==> src/rtl/sha256_hash_engine_top_macros.svh <==
// ----------------------------------------------------------------------------
// SHA-256 hash engine assertion macros
// Overlapping-implication and next-cycle checks, clocked on clk, off in reset.
// ----------------------------------------------------------------------------
`ifndef SHA256_HASH_ENGINE_TOP_MACROS_SVH
`define SHA256_HASH_ENGINE_TOP_MACROS_SVH

// same-cycle implication
`define SHA_ASSERT_IMP(lbl, ante, cons, msg) \
	lbl: assert property (@(posedge clk) disable iff (!arst_n) (ante) |-> (cons)) \
		else $error(msg);

// next-cycle implication
`define SHA_ASSERT_NXT(lbl, ante, cons, msg) \
	lbl: assert property (@(posedge clk) disable iff (!arst_n) (ante) |=> (cons)) \
		else $error(msg);

`endif

==> src/rtl/sha_pkg.sv <==
// ----------------------------------------------------------------------------
// SHA-256 engine package
// Shared types, round constants, initial hash values and sigma functions.
// ----------------------------------------------------------------------------
package sha_pkg;

	typedef logic [7:0][31:0] sha_words_t;

	typedef struct packed {
		logic init;
		logic load;
		logic step;
	} sha_ctl_t;

	localparam logic [7:0] PAD_MARK = 8'h80;
	localparam logic [5:0] LEN_POS = 6'd56;

	localparam sha_words_t H_INIT = {
		32'h5be0cd19, 32'h1f83d9ab, 32'h9b05688c, 32'h510e527f,
		32'ha54ff53a, 32'h3c6ef372, 32'hbb67ae85, 32'h6a09e667
	};

	localparam logic [31:0] ROUND_K [0:63] = '{
		32'h428a2f98, 32'h71374491, 32'hb5c0fbcf, 32'he9b5dba5,
		32'h3956c25b, 32'h59f111f1, 32'h923f82a4, 32'hab1c5ed5,
		32'hd807aa98, 32'h12835b01, 32'h243185be, 32'h550c7dc3,
		32'h72be5d74, 32'h80deb1fe, 32'h9bdc06a7, 32'hc19bf174,
		32'he49b69c1, 32'hefbe4786, 32'h0fc19dc6, 32'h240ca1cc,
		32'h2de92c6f, 32'h4a7484aa, 32'h5cb0a9dc, 32'h76f988da,
		32'h983e5152, 32'ha831c66d, 32'hb00327c8, 32'hbf597fc7,
		32'hc6e00bf3, 32'hd5a79147, 32'h06ca6351, 32'h14292967,
		32'h27b70a85, 32'h2e1b2138, 32'h4d2c6dfc, 32'h53380d13,
		32'h650a7354, 32'h766a0abb, 32'h81c2c92e, 32'h92722c85,
		32'ha2bfe8a1, 32'ha81a664b, 32'hc24b8b70, 32'hc76c51a3,
		32'hd192e819, 32'hd6990624, 32'hf40e3585, 32'h106aa070,
		32'h19a4c116, 32'h1e376c08, 32'h2748774c, 32'h34b0bcb5,
		32'h391c0cb3, 32'h4ed8aa4a, 32'h5b9cca4f, 32'h682e6ff3,
		32'h748f82ee, 32'h78a5636f, 32'h84c87814, 32'h8cc70208,
		32'h90befffa, 32'ha4506ceb, 32'hbef9a3f7, 32'hc67178f2
	};

	function automatic logic [31:0] rotr(input logic [31:0] x, input int n);
		return (x >> n) | (x << (32 - n));
	endfunction

	function automatic logic [31:0] big_sig0(input logic [31:0] x);
		return rotr(x, 2) ^ rotr(x, 13) ^ rotr(x, 22);
	endfunction

	function automatic logic [31:0] big_sig1(input logic [31:0] x);
		return rotr(x, 6) ^ rotr(x, 11) ^ rotr(x, 25);
	endfunction

	function automatic logic [31:0] small_sig0(input logic [31:0] x);
		return rotr(x, 7) ^ rotr(x, 18) ^ (x >> 3);
	endfunction

	function automatic logic [31:0] small_sig1(input logic [31:0] x);
		return rotr(x, 17) ^ rotr(x, 19) ^ (x >> 10);
	endfunction

endpackage

==> src/rtl/sha_sched.sv <==
// ----------------------------------------------------------------------------
// SHA-256 message schedule
// Sixteen-word window: filled with message words, then extended per round.
// ----------------------------------------------------------------------------
module sha_sched (
	input  logic              clk,
	input  sha_pkg::sha_ctl_t ctl,
	input  logic [31:0]       load_word,
	output logic [31:0]       w
);
	import sha_pkg::*;

	logic [31:0] win_q [16];
	logic [31:0] next_word;

	assign w = win_q[0];
	assign next_word = small_sig1(win_q[14]) + win_q[9] + small_sig0(win_q[1]) + win_q[0];

	always_ff @(posedge clk) begin
		if (ctl.load || ctl.step) begin
			for (int i = 0; i < 15; i++) begin
				win_q[i] <= win_q[i + 1];
			end
			win_q[15] <= ctl.load ? load_word : next_word;
		end
	end

endmodule

==> src/rtl/sha_round.sv <==
// ----------------------------------------------------------------------------
// SHA-256 round unit
// Working variables a..h and one compression round per step.
// ----------------------------------------------------------------------------
module sha_round (
	input  logic               clk,
	input  sha_pkg::sha_ctl_t  ctl,
	input  sha_pkg::sha_words_t h_in,
	input  logic [5:0]         rnd,
	input  logic [31:0]        w,
	output sha_pkg::sha_words_t v
);
	import sha_pkg::*;

	sha_words_t v_q;
	logic [31:0] t1;
	logic [31:0] t2;
	logic [31:0] ch;
	logic [31:0] mj;

	assign v  = v_q;
	assign ch = (v_q[4] & v_q[5]) ^ (~v_q[4] & v_q[6]);
	assign mj = (v_q[0] & v_q[1]) ^ (v_q[0] & v_q[2]) ^ (v_q[1] & v_q[2]);
	assign t1 = v_q[7] + big_sig1(v_q[4]) + ch + ROUND_K[rnd] + w;
	assign t2 = big_sig0(v_q[0]) + mj;

	always_ff @(posedge clk) begin
		if (ctl.init) begin
			v_q <= h_in;
		end else if (ctl.step) begin
			v_q[7] <= v_q[6];
			v_q[6] <= v_q[5];
			v_q[5] <= v_q[4];
			v_q[4] <= v_q[3] + t1;
			v_q[3] <= v_q[2];
			v_q[2] <= v_q[1];
			v_q[1] <= v_q[0];
			v_q[0] <= t1 + t2;
		end
	end

endmodule

==> src/rtl/sha256_hash_engine_top.sv <==
// ----------------------------------------------------------------------------
// SHA-256 hash engine, top level
// Streaming byte absorb, padding sequencer, round unit and digest output.
// ----------------------------------------------------------------------------
// Input channel (in_valid/in_stall): req_type 0 absorbs data_byte, 1 finishes
// the message. A transfer happens when in_valid is high and in_stall low.
// An absorb is taken while idle; the byte that completes a 64-byte block
// starts 64 rounds on the shared round unit and one feed-forward add.
// in_stall stays high while busy.
// An accepted finish moves to padding, which injects bytes one per cycle
// (0x80, zeros, the 64-bit big-endian bit count) through the absorb path,
// pausing while a block compresses, and so compresses one or two final
// blocks: 9 to 72 padding bytes in all.
// The output channel (out_valid/out_stall) then presents digest words H0..H7
// with word_index and last_word on the eighth; each word holds while
// out_stall is high. After the last transfer the engine reinitializes and
// accepts the next message. No byte is taken while a block compresses.
// Reset (arst_n low) loads the initial hash values and clears the counts.
// ----------------------------------------------------------------------------
`include "sha256_hash_engine_top_macros.svh"

module sha256_hash_engine_top (
	input  logic        clk,
	input  logic        arst_n,
	input  logic        in_valid,
	output logic        in_stall,
	input  logic        req_type,
	input  logic [7:0]  data_byte,
	output logic        out_valid,
	input  logic        out_stall,
	output logic [31:0] digest_word,
	output logic [2:0]  word_index,
	output logic        last_word
);
	import sha_pkg::*;

	typedef enum logic [4:0] {
		ST_IDLE = 5'b00001,
		ST_PAD  = 5'b00010,
		ST_COMP = 5'b00100,
		ST_ADD  = 5'b01000,
		ST_OUT  = 5'b10000
	} sha_state_t;

	sha_state_t  state_q;
	sha_words_t  h_q;
	sha_words_t  v;
	sha_ctl_t    ctl;
	logic [5:0]  fill_q;
	logic [5:0]  rnd_q;
	logic [2:0]  idx_q;
	logic [63:0] bits_q;
	logic [63:0] len_q;
	logic [23:0] word_q;
	logic        fin_q;
	logic        first_q;
	logic        two_q;
	logic        last_q;
	logic        in_xfer;
	logic        push;
	logic [7:0]  push_byte;
	logic [7:0]  pad_byte;
	logic [31:0] w;

	assign in_stall    = (state_q != ST_IDLE);
	assign out_valid   = (state_q == ST_OUT);
	assign digest_word = h_q[idx_q];
	assign word_index  = idx_q;
	assign last_word   = &idx_q;

	assign in_xfer = in_valid && !in_stall;
	assign push    = (in_xfer && !req_type) || (state_q == ST_PAD);

	always_comb begin
		if (first_q) begin
			pad_byte = PAD_MARK;
		end else if (!two_q && fill_q >= LEN_POS) begin
			pad_byte = len_q[{~fill_q[2:0], 3'b000} +: 8];
		end else begin
			pad_byte = 8'h00;
		end
	end

	assign push_byte = (state_q == ST_PAD) ? pad_byte : data_byte;

	assign ctl.load = push && (&fill_q[1:0]);
	assign ctl.init = push && (&fill_q);
	assign ctl.step = (state_q == ST_COMP);

	sha_sched u_sched (
		.clk       (clk),
		.ctl       (ctl),
		.load_word ({word_q, push_byte}),
		.w         (w)
	);

	sha_round u_round (
		.clk  (clk),
		.ctl  (ctl),
		.h_in (h_q),
		.rnd  (rnd_q),
		.w    (w),
		.v    (v)
	);

	always_ff @(posedge clk) begin
		if (push) begin
			word_q <= {word_q[15:0], push_byte};
		end
	end

	always_ff @(posedge clk or negedge arst_n) begin
		if (!arst_n) begin
			state_q <= ST_IDLE;
			h_q     <= H_INIT;
			fill_q  <= '0;
			rnd_q   <= '0;
			idx_q   <= '0;
			bits_q  <= '0;
			len_q   <= '0;
			fin_q   <= 1'b0;
			first_q <= 1'b0;
			two_q   <= 1'b0;
			last_q  <= 1'b0;
		end else begin
			if (push) begin
				fill_q <= fill_q + 6'd1;
				if (&fill_q) begin
					rnd_q   <= '0;
					last_q  <= fin_q && !two_q;
					state_q <= ST_COMP;
				end
			end
			case (state_q)
				ST_IDLE: begin
					if (in_xfer) begin
						if (req_type) begin
							fin_q   <= 1'b1;
							first_q <= 1'b1;
							len_q   <= bits_q;
							two_q   <= (fill_q >= LEN_POS);
							state_q <= ST_PAD;
						end else begin
							bits_q <= bits_q + 64'd8;
						end
					end
				end
				ST_PAD: begin
					first_q <= 1'b0;
				end
				ST_COMP: begin
					rnd_q <= rnd_q + 6'd1;
					if (&rnd_q) begin
						state_q <= ST_ADD;
					end
				end
				ST_ADD: begin
					for (int i = 0; i < 8; i++) begin
						h_q[i] <= h_q[i] + v[i];
					end
					if (last_q) begin
						idx_q   <= '0;
						state_q <= ST_OUT;
					end else if (fin_q) begin
						two_q   <= 1'b0;
						state_q <= ST_PAD;
					end else begin
						state_q <= ST_IDLE;
					end
				end
				ST_OUT: begin
					if (!out_stall) begin
						idx_q <= idx_q + 3'd1;
						if (&idx_q) begin
							h_q     <= H_INIT;
							fill_q  <= '0;
							bits_q  <= '0;
							fin_q   <= 1'b0;
							last_q  <= 1'b0;
							state_q <= ST_IDLE;
						end
					end
				end
				default: begin
					state_q <= ST_IDLE;
				end
			endcase
		end
	end

	`SHA_ASSERT_IMP(a_out_blocks_in, out_valid, in_stall, "input open during digest output")
	`SHA_ASSERT_IMP(a_pad_in_finish, state_q == ST_PAD, fin_q, "padding without finish request")
	`SHA_ASSERT_NXT(a_round_end, (state_q == ST_COMP) && (&rnd_q), state_q == ST_ADD,
		"round 63 not followed by feed-forward add")
	`SHA_ASSERT_NXT(a_last_idle, out_valid && !out_stall && last_word, !out_valid && !in_stall,
		"engine not idle after last digest transfer")

endmodule

==> config.mk <==
export PLATFORM = sky130hd
export DESIGN_NAME = sha256_hash_engine_top
export DESIGN_NICKNAME = d
export VERILOG_FILES = /design/src/rtl/sha_pkg.sv /design/src/rtl/sha_sched.sv /design/src/rtl/sha_round.sv /design/src/rtl/sha256_hash_engine_top.sv
export VERILOG_INCLUDE_DIRS = /design/src /design/src/rtl
export SDC_FILE = /design/constraint.sdc
export NUM_CORES = 2
export LEC_CHECK = 0
export ABC_AREA = 1
export BUFFER_PORTS_ARGS = -buffer_cell sky130_fd_sc_hd__clkbuf_2
export CAP_MARGIN = 20
export CORE_ASPECT_RATIO = 0.7
export CORE_MARGIN = 2
export CORE_UTILIZATION = 30
export DETAILED_ROUTE_END_ITERATION = 8
export GPL_TIMING_DRIVEN = 0
export MAX_ROUTING_LAYER = met4
export PLACE_DENSITY = 0.41
export SYNTH_ARGS = -nofsm -noshare
export SYNTH_HDL_FRONTEND = slang
export SYNTH_HIERARCHICAL = 1
export SYNTH_SLANG_ARGS = --single-unit
==> constraint.sdc <==
create_clock -name clk -period 21.6 [get_ports clk]
set_clock_uncertainty 0.05 [all_clocks]
set_input_delay 4.32 -clock clk [delete_from_list [all_inputs] [get_ports clk]]
set_output_delay 4.32 -clock clk [all_outputs]
set_load 0.03 [all_outputs]
After elaboration in Yosys (flattened, before gate mapping). Memories as Yosys holds them, arrays and structs flattened. Index checks and enable logic that the tools add are counted.

Register bits after elaboration: 688. Memory bits (read-only): 2048. Bits in latches: 0. Memories kept: 2. RAM bits: 512.

Bitwise gates (word level): 29. Equality and inequality tests: 14. Shifts and indexed selects: 1. Add/sub/neg operators: 22. $mul: 0. Div/mod/pow operators: 0. $lt $le $gt $ge: 3. Reduce and logical (&&, ||, !) cells: 30. Multiplexer cells: 56.

Memories: (no name shown) (depth 64, width 32, rd ports 1, clocked after memory_dff 0, write ports 0, RTL line sha_round.sv:24) `assign t1 = v_q[7] + big_sig1(v_q[4]) + ch + ROUND_K[rnd] + w;`; u_sched.win_q (depth 16, width 32, rd ports 16, clocked after memory_dff 0, write ports 16, RTL line sha_sched.sv:13) `logic [31:0] win_q [16];`.

Operators with widths (count): two-way mux 256 bit (4); adder 32 bit (18); case mux 256 bit (2 select lines) (1); bitwise XOR 32 bit (9); two-way mux 64 bit (4); AND 32 bit (5); two-way mux 32 bit (4); case mux 64 bit (2 select lines) (1); binary-select mux 32 bit (select 3 bit) (1); adder 64 x 4 -> 64 bit (second input constant) (1); indexed part select 64 x 7 -> 8 bit (1); two-way mux 6 bit (7); two-way mux 5 bit (8); inverter 32 bit (1); bitwise OR 10 x 32 -> 32 bit (1); bitwise OR 13 x 32 -> 32 bit (1); bitwise OR 14 x 32 -> 32 bit (1); bitwise OR 15 x 32 -> 32 bit (1); bitwise OR 19 x 32 -> 32 bit (1); bitwise OR 21 x 32 -> 32 bit (1); bitwise OR 25 x 32 -> 32 bit (1); bitwise OR 26 x 32 -> 32 bit (1); bitwise OR 30 x 32 -> 32 bit (1); bitwise OR 7 x 32 -> 32 bit (1); other kinds (32) (80).

Logic depth before layout (Yosys ltp).
Depth in word-level cells: 10. Gate-level depth with buffers: 47. Gate-level depth less buffers: 46.

Cells and area by module. Netlist, hierarchy kept.

By module, submodules not included: sha256_hash_engine_top (times used 1, area an instance 39237.6 µm², cells each 6377); sha_round (times used 1, area an instance 24707.4 µm², cells each 3384); sha_sched (times used 1, area an instance 20993.9 µm², cells each 1415).

Worst setup path after synthesis. No wires, ideal clock.

Kind: input-to-reg. Start: input in_valid. End: memory u_sched.win_q[0][0] (enable). Stages: 8. Data arrival time: 11.537 ns. Path slack: 9.345 ns. Cells stage by stage: inv_1 > nor2_4 > nand2_1 > nand2_2 > inv_2 > nor2_1 > clkbuf_1 > or2_2.

RTL lines: from (decl) (RTL line sha256_hash_engine_top.sv:25) `input logic in_valid,`; to (decl) (RTL line sha_sched.sv:13).

Final worst setup path.
Start: register rnd_q[1]. End: register u_round.v_q (netlist bit u_round/v[31]), data pin.

Longest elaborated chain between the ends: 9.

RTL lines: from (decl) (RTL line sha256_hash_engine_top.sv:50) `logic [5:0] rnd_q;`; from (signal assigned) (RTL line sha256_hash_engine_top.sv:152) `rnd_q <= rnd_q + 6'd1;`; inverter 6 -> 7 bit (implied by the code) (RTL line sha_round.sv:24); memory (64 x 32 bit); two-way mux 32 bit (implied by the code) (2 in series) (RTL line sha_round.sv:24); adder 32 bit (2 in series) (RTL line sha_round.sv:24); adder 32 bit (RTL line sha_round.sv:38) `v_q[0] <= t1 + t2;`; two-way mux 256 bit (RTL line sha_round.sv:30) `end else if (ctl.step) begin`; two-way mux 256 bit (RTL line sha_round.sv:28) `if (ctl.init) begin`; to (signal assigned) (RTL line sha_round.sv:29) `v_q <= h_in;`; to (decl) (RTL line sha_round.sv:15) `sha_words_t v_q;`.

Every way passes these cells. The select of a mux whose other input is x is not followed. A chain may end at the register's enable or synchronous reset.

==> flow_summary.ini <==
[clock_tree]
cts_inserted_buffers = 152
ctsHtreeMaxLevel = 4
clk_latency_ns = 0.85
cts_resized = 0
ctsHoldBuffers = 0
clk_pin_slew_ns = 0.07
post_cts_buffers = 0
root_buffer = clkbuf_16
cts_max_path_buffers = 4
cts_tree = yes
cts.sinks = 1194

[logic_synthesis]
synthArstFlopShare = 0.337
avgSynthCellArea_sq_um = 7.60
synth_area_leaders = edfxtp_1 (28%), nand2_1 (16%), inv_1 (7.9%), dfrtp_1 (7.8%), ha_1 (5.8%)
synth_edf_count = 792
yosys_warnings = 6
synth_cell_types = 71
synth_area_sq_um = 84900
yosys.area.top_type = edfxtp_1
syn-num-nets = 11800
ys_seq_elements = 1194
synth_top_area_frac = 0.280
ys_seq_area_frac = 0.400
syn_inst = 11200
synthFlopType = edfxtp_1

[setup_path]
cp_top_family = adder cells
rr_endpoint = u_round/v[31]
r2r-start = rnd_q[1]
crit_type = reg2reg
cpMaxStageDelayCell = dfrtp_1
path_buf_inv = 7
cp.depth = 36
cp-end-kind = flop
r2r_cells = 36
r2r_slack_ns = 8.72
crit_top_cell = nand2_1
worstPathRequired_ns = 22.24
startpoint_type = flop
worstPathArrival_ns = 13.52
crit_path_max_fanout = 10
max_stage_delay_ns = 0.94

[place]
routabilityCongestion = 1.09
port_buffers = 50
dp.cells = 15100
place_hpwl_um = 389000
preCtsSetupSlack_ns = 9.60

[grt]
antenna_found_initial = 72
grt-ovfl-total = 0
grt_pass1_vias = 73100
grt_max_degree = 83
grt_pass1_wl_um = 633000
grt_usage = 0.331

[floorplanning]
num_rows = 163
die_x_um = 640
coreArea_sq_um = 282000
die_area_sq_um = 287000
start_util = 0.302
die_h_um = 449
io_pins = 51

[sta]
drv_slew = 0
fmax_mhz = 77.7
finalSetupViolations = 0
period_minus_slack_ns = 12.88
tightest_slew_ns = 1.34
finalCritPeriodShare = 0.596
max_slew_margin = 0.106
rsz0062_at_grt = no
finalWorstSetupSlack_ns = 8.72
fin_setup_tns_ns = 0
finalHoldViolations = 0

[run_status]
status = finished clean

[min_path]
hold_end = u_sched/win_q[1][69]
hp-start = u_sched/win_q[1][101]
hp-class = reg2reg
whs_path_depth = 0

[layout]
syn2layout_area_growth_pct = 13.2
ff_latch_area_sq_um = 34000
layout_common_cells = nand2_1 (3531), inv_1 (1787), nor2_1 (836)
final_common_cell = nand2_1
fin_cells = 15400
fillers = 30100
multi_input_area_sq_um = 42500
nets = 12000
layout-drive-gt1-share = 0.0673

[routing]
wl_per_cell_um = 30.8
antenna_left = 0
avgViaCountPerCell = 5.30
drcViolationCount = 0
wl_um = 473000
firstDrtPassIters = 6
num_vias = 81400
drtIter0Drc = 12600

[run]
maxCapViolations = 0
## layout make-up
class | instances | area share
Antenna cell | 20 | 0.000520
Buffer | 345 | 0.0169
Clock buffer | 190 | 0.0428
Clock inverter | 76 | 0.0106
Inverter | 1832 | 0.0715
Multi-Input combinational cell | 7805 | 0.442
Sequential cell | 1194 | 0.354
Tap cell | 3795 | 0.0494
Timing Repair Buffer | 109 | 0.0130
## per-stage QoR
stage                      util  hold slack (ns)  area, sq um
after floorplan               -            0.350        84900
after global placement    0.319            0.350        89900
after detailed placement  0.323            0.355        90900
after CTS                 0.341            0.332        96100
after global routing      0.341            0.337        96100
final                     0.341            0.340        96200
## cell usage after synthesis (17+ instances only)
| library cell | n |
|---|---|
| xnor2_1 | 172 |
| and2_1 | 31 |
| buf_2 | 64 |
| nand3b_1 | 32 |
| edfxtp_1 | 792 |
| inv_1 | 1787 |
| dfrtp_1 | 265 |
| a31oi_1 | 53 |
| or2_1 | 18 |
| nand4_1 | 140 |
| buf_1 | 23 |
| inv_2 | 41 |
| nand2_1 | 3531 |
| o21ai_0 | 633 |
| ha_1 | 392 |
| a21o_1 | 19 |
| clkbuf_1 | 207 |
| nand2_2 | 17 |
| o211ai_1 | 36 |
| or2_2 | 31 |
| a21oi_1 | 477 |
| fa_1 | 195 |
| buf_4 | 39 |
| nor3_1 | 111 |
| nand3_1 | 555 |
| o22ai_2 | 27 |
| o21ai_1 | 47 |
| dfstp_2 | 137 |
| o22ai_1 | 46 |
| xor2_1 | 220 |
| o21bai_1 | 39 |
| nor2_1 | 836 |
## registers in the layout (all words and copies together), names as in the netlist
name / flops
bits_q: 61
fill_q: 6
fin_q: 1
first_q: 1
h_q: 256
last_q: 1
len_q: 61
rnd_q: 6
state_q: 5
two_q: 1
u_round/v: 256
u_sched/win_q: 512
word_index: 3
word_q: 24
## routing by layer
| layer | track usage | wire length (um) | vias up |
|---|---|---|---|
| li1 | - | - | 36300 |
| met1 | 0.532 | 241000 | 40200 |
| met4 | 0.0565 | 8940 | 0 |
| met3 | 0.124 | 64500 | 416 |
| met2 | 0.372 | 159000 | 4415 |
| met5 | - | 0 | - |
## worst register-to-register path: cells and delay by family (launching register included)
family / cells / cell delay (ns)
buffers and inverters: 7 / 1.82
adder cells (fa/ha/maj): 7 / 3.37
AO/OA/AOI/OAI: 9 / 3.27
XOR/XNOR: 1 / 0.74
AND/OR/NAND/NOR: 12 / 2.52
flip-flops: 1 / 0.94
## cells by family (layout without fill, tap and decap cells)
family	after synthesis	after routing	synth area share
DFF	1194	1194	0.400
xor gates and xnor gates	393	393	0.0406
AOI/OAI and AO/OA	1473	1473	0.0975
and+or+nand+nor	5344	5344	0.257
adders and majority gates	588	588	0.104
other	0	20	0
buffers and inverters	2177	2552	0.0999
muxes	7	7	0.000928
## how the worst max path moves through the flow
stage / startpoint / endpoint
3_3_place_gp: arst_n / h_q[154]
4_1_cts: rnd_q[1] / u_round/v[31]
5_1_grt: rnd_q[1] / u_round/v[31]
3_5_place_dp: rnd_q[1] / u_round/v[31]
6_report: rnd_q[1] / u_round/v[31]
2_1_floorplan: in_valid / u_sched/win_q[0][0]
Power is not shown: default switching activity piles up to over one toggle a cycle in this logic, so the estimate is an artifact.
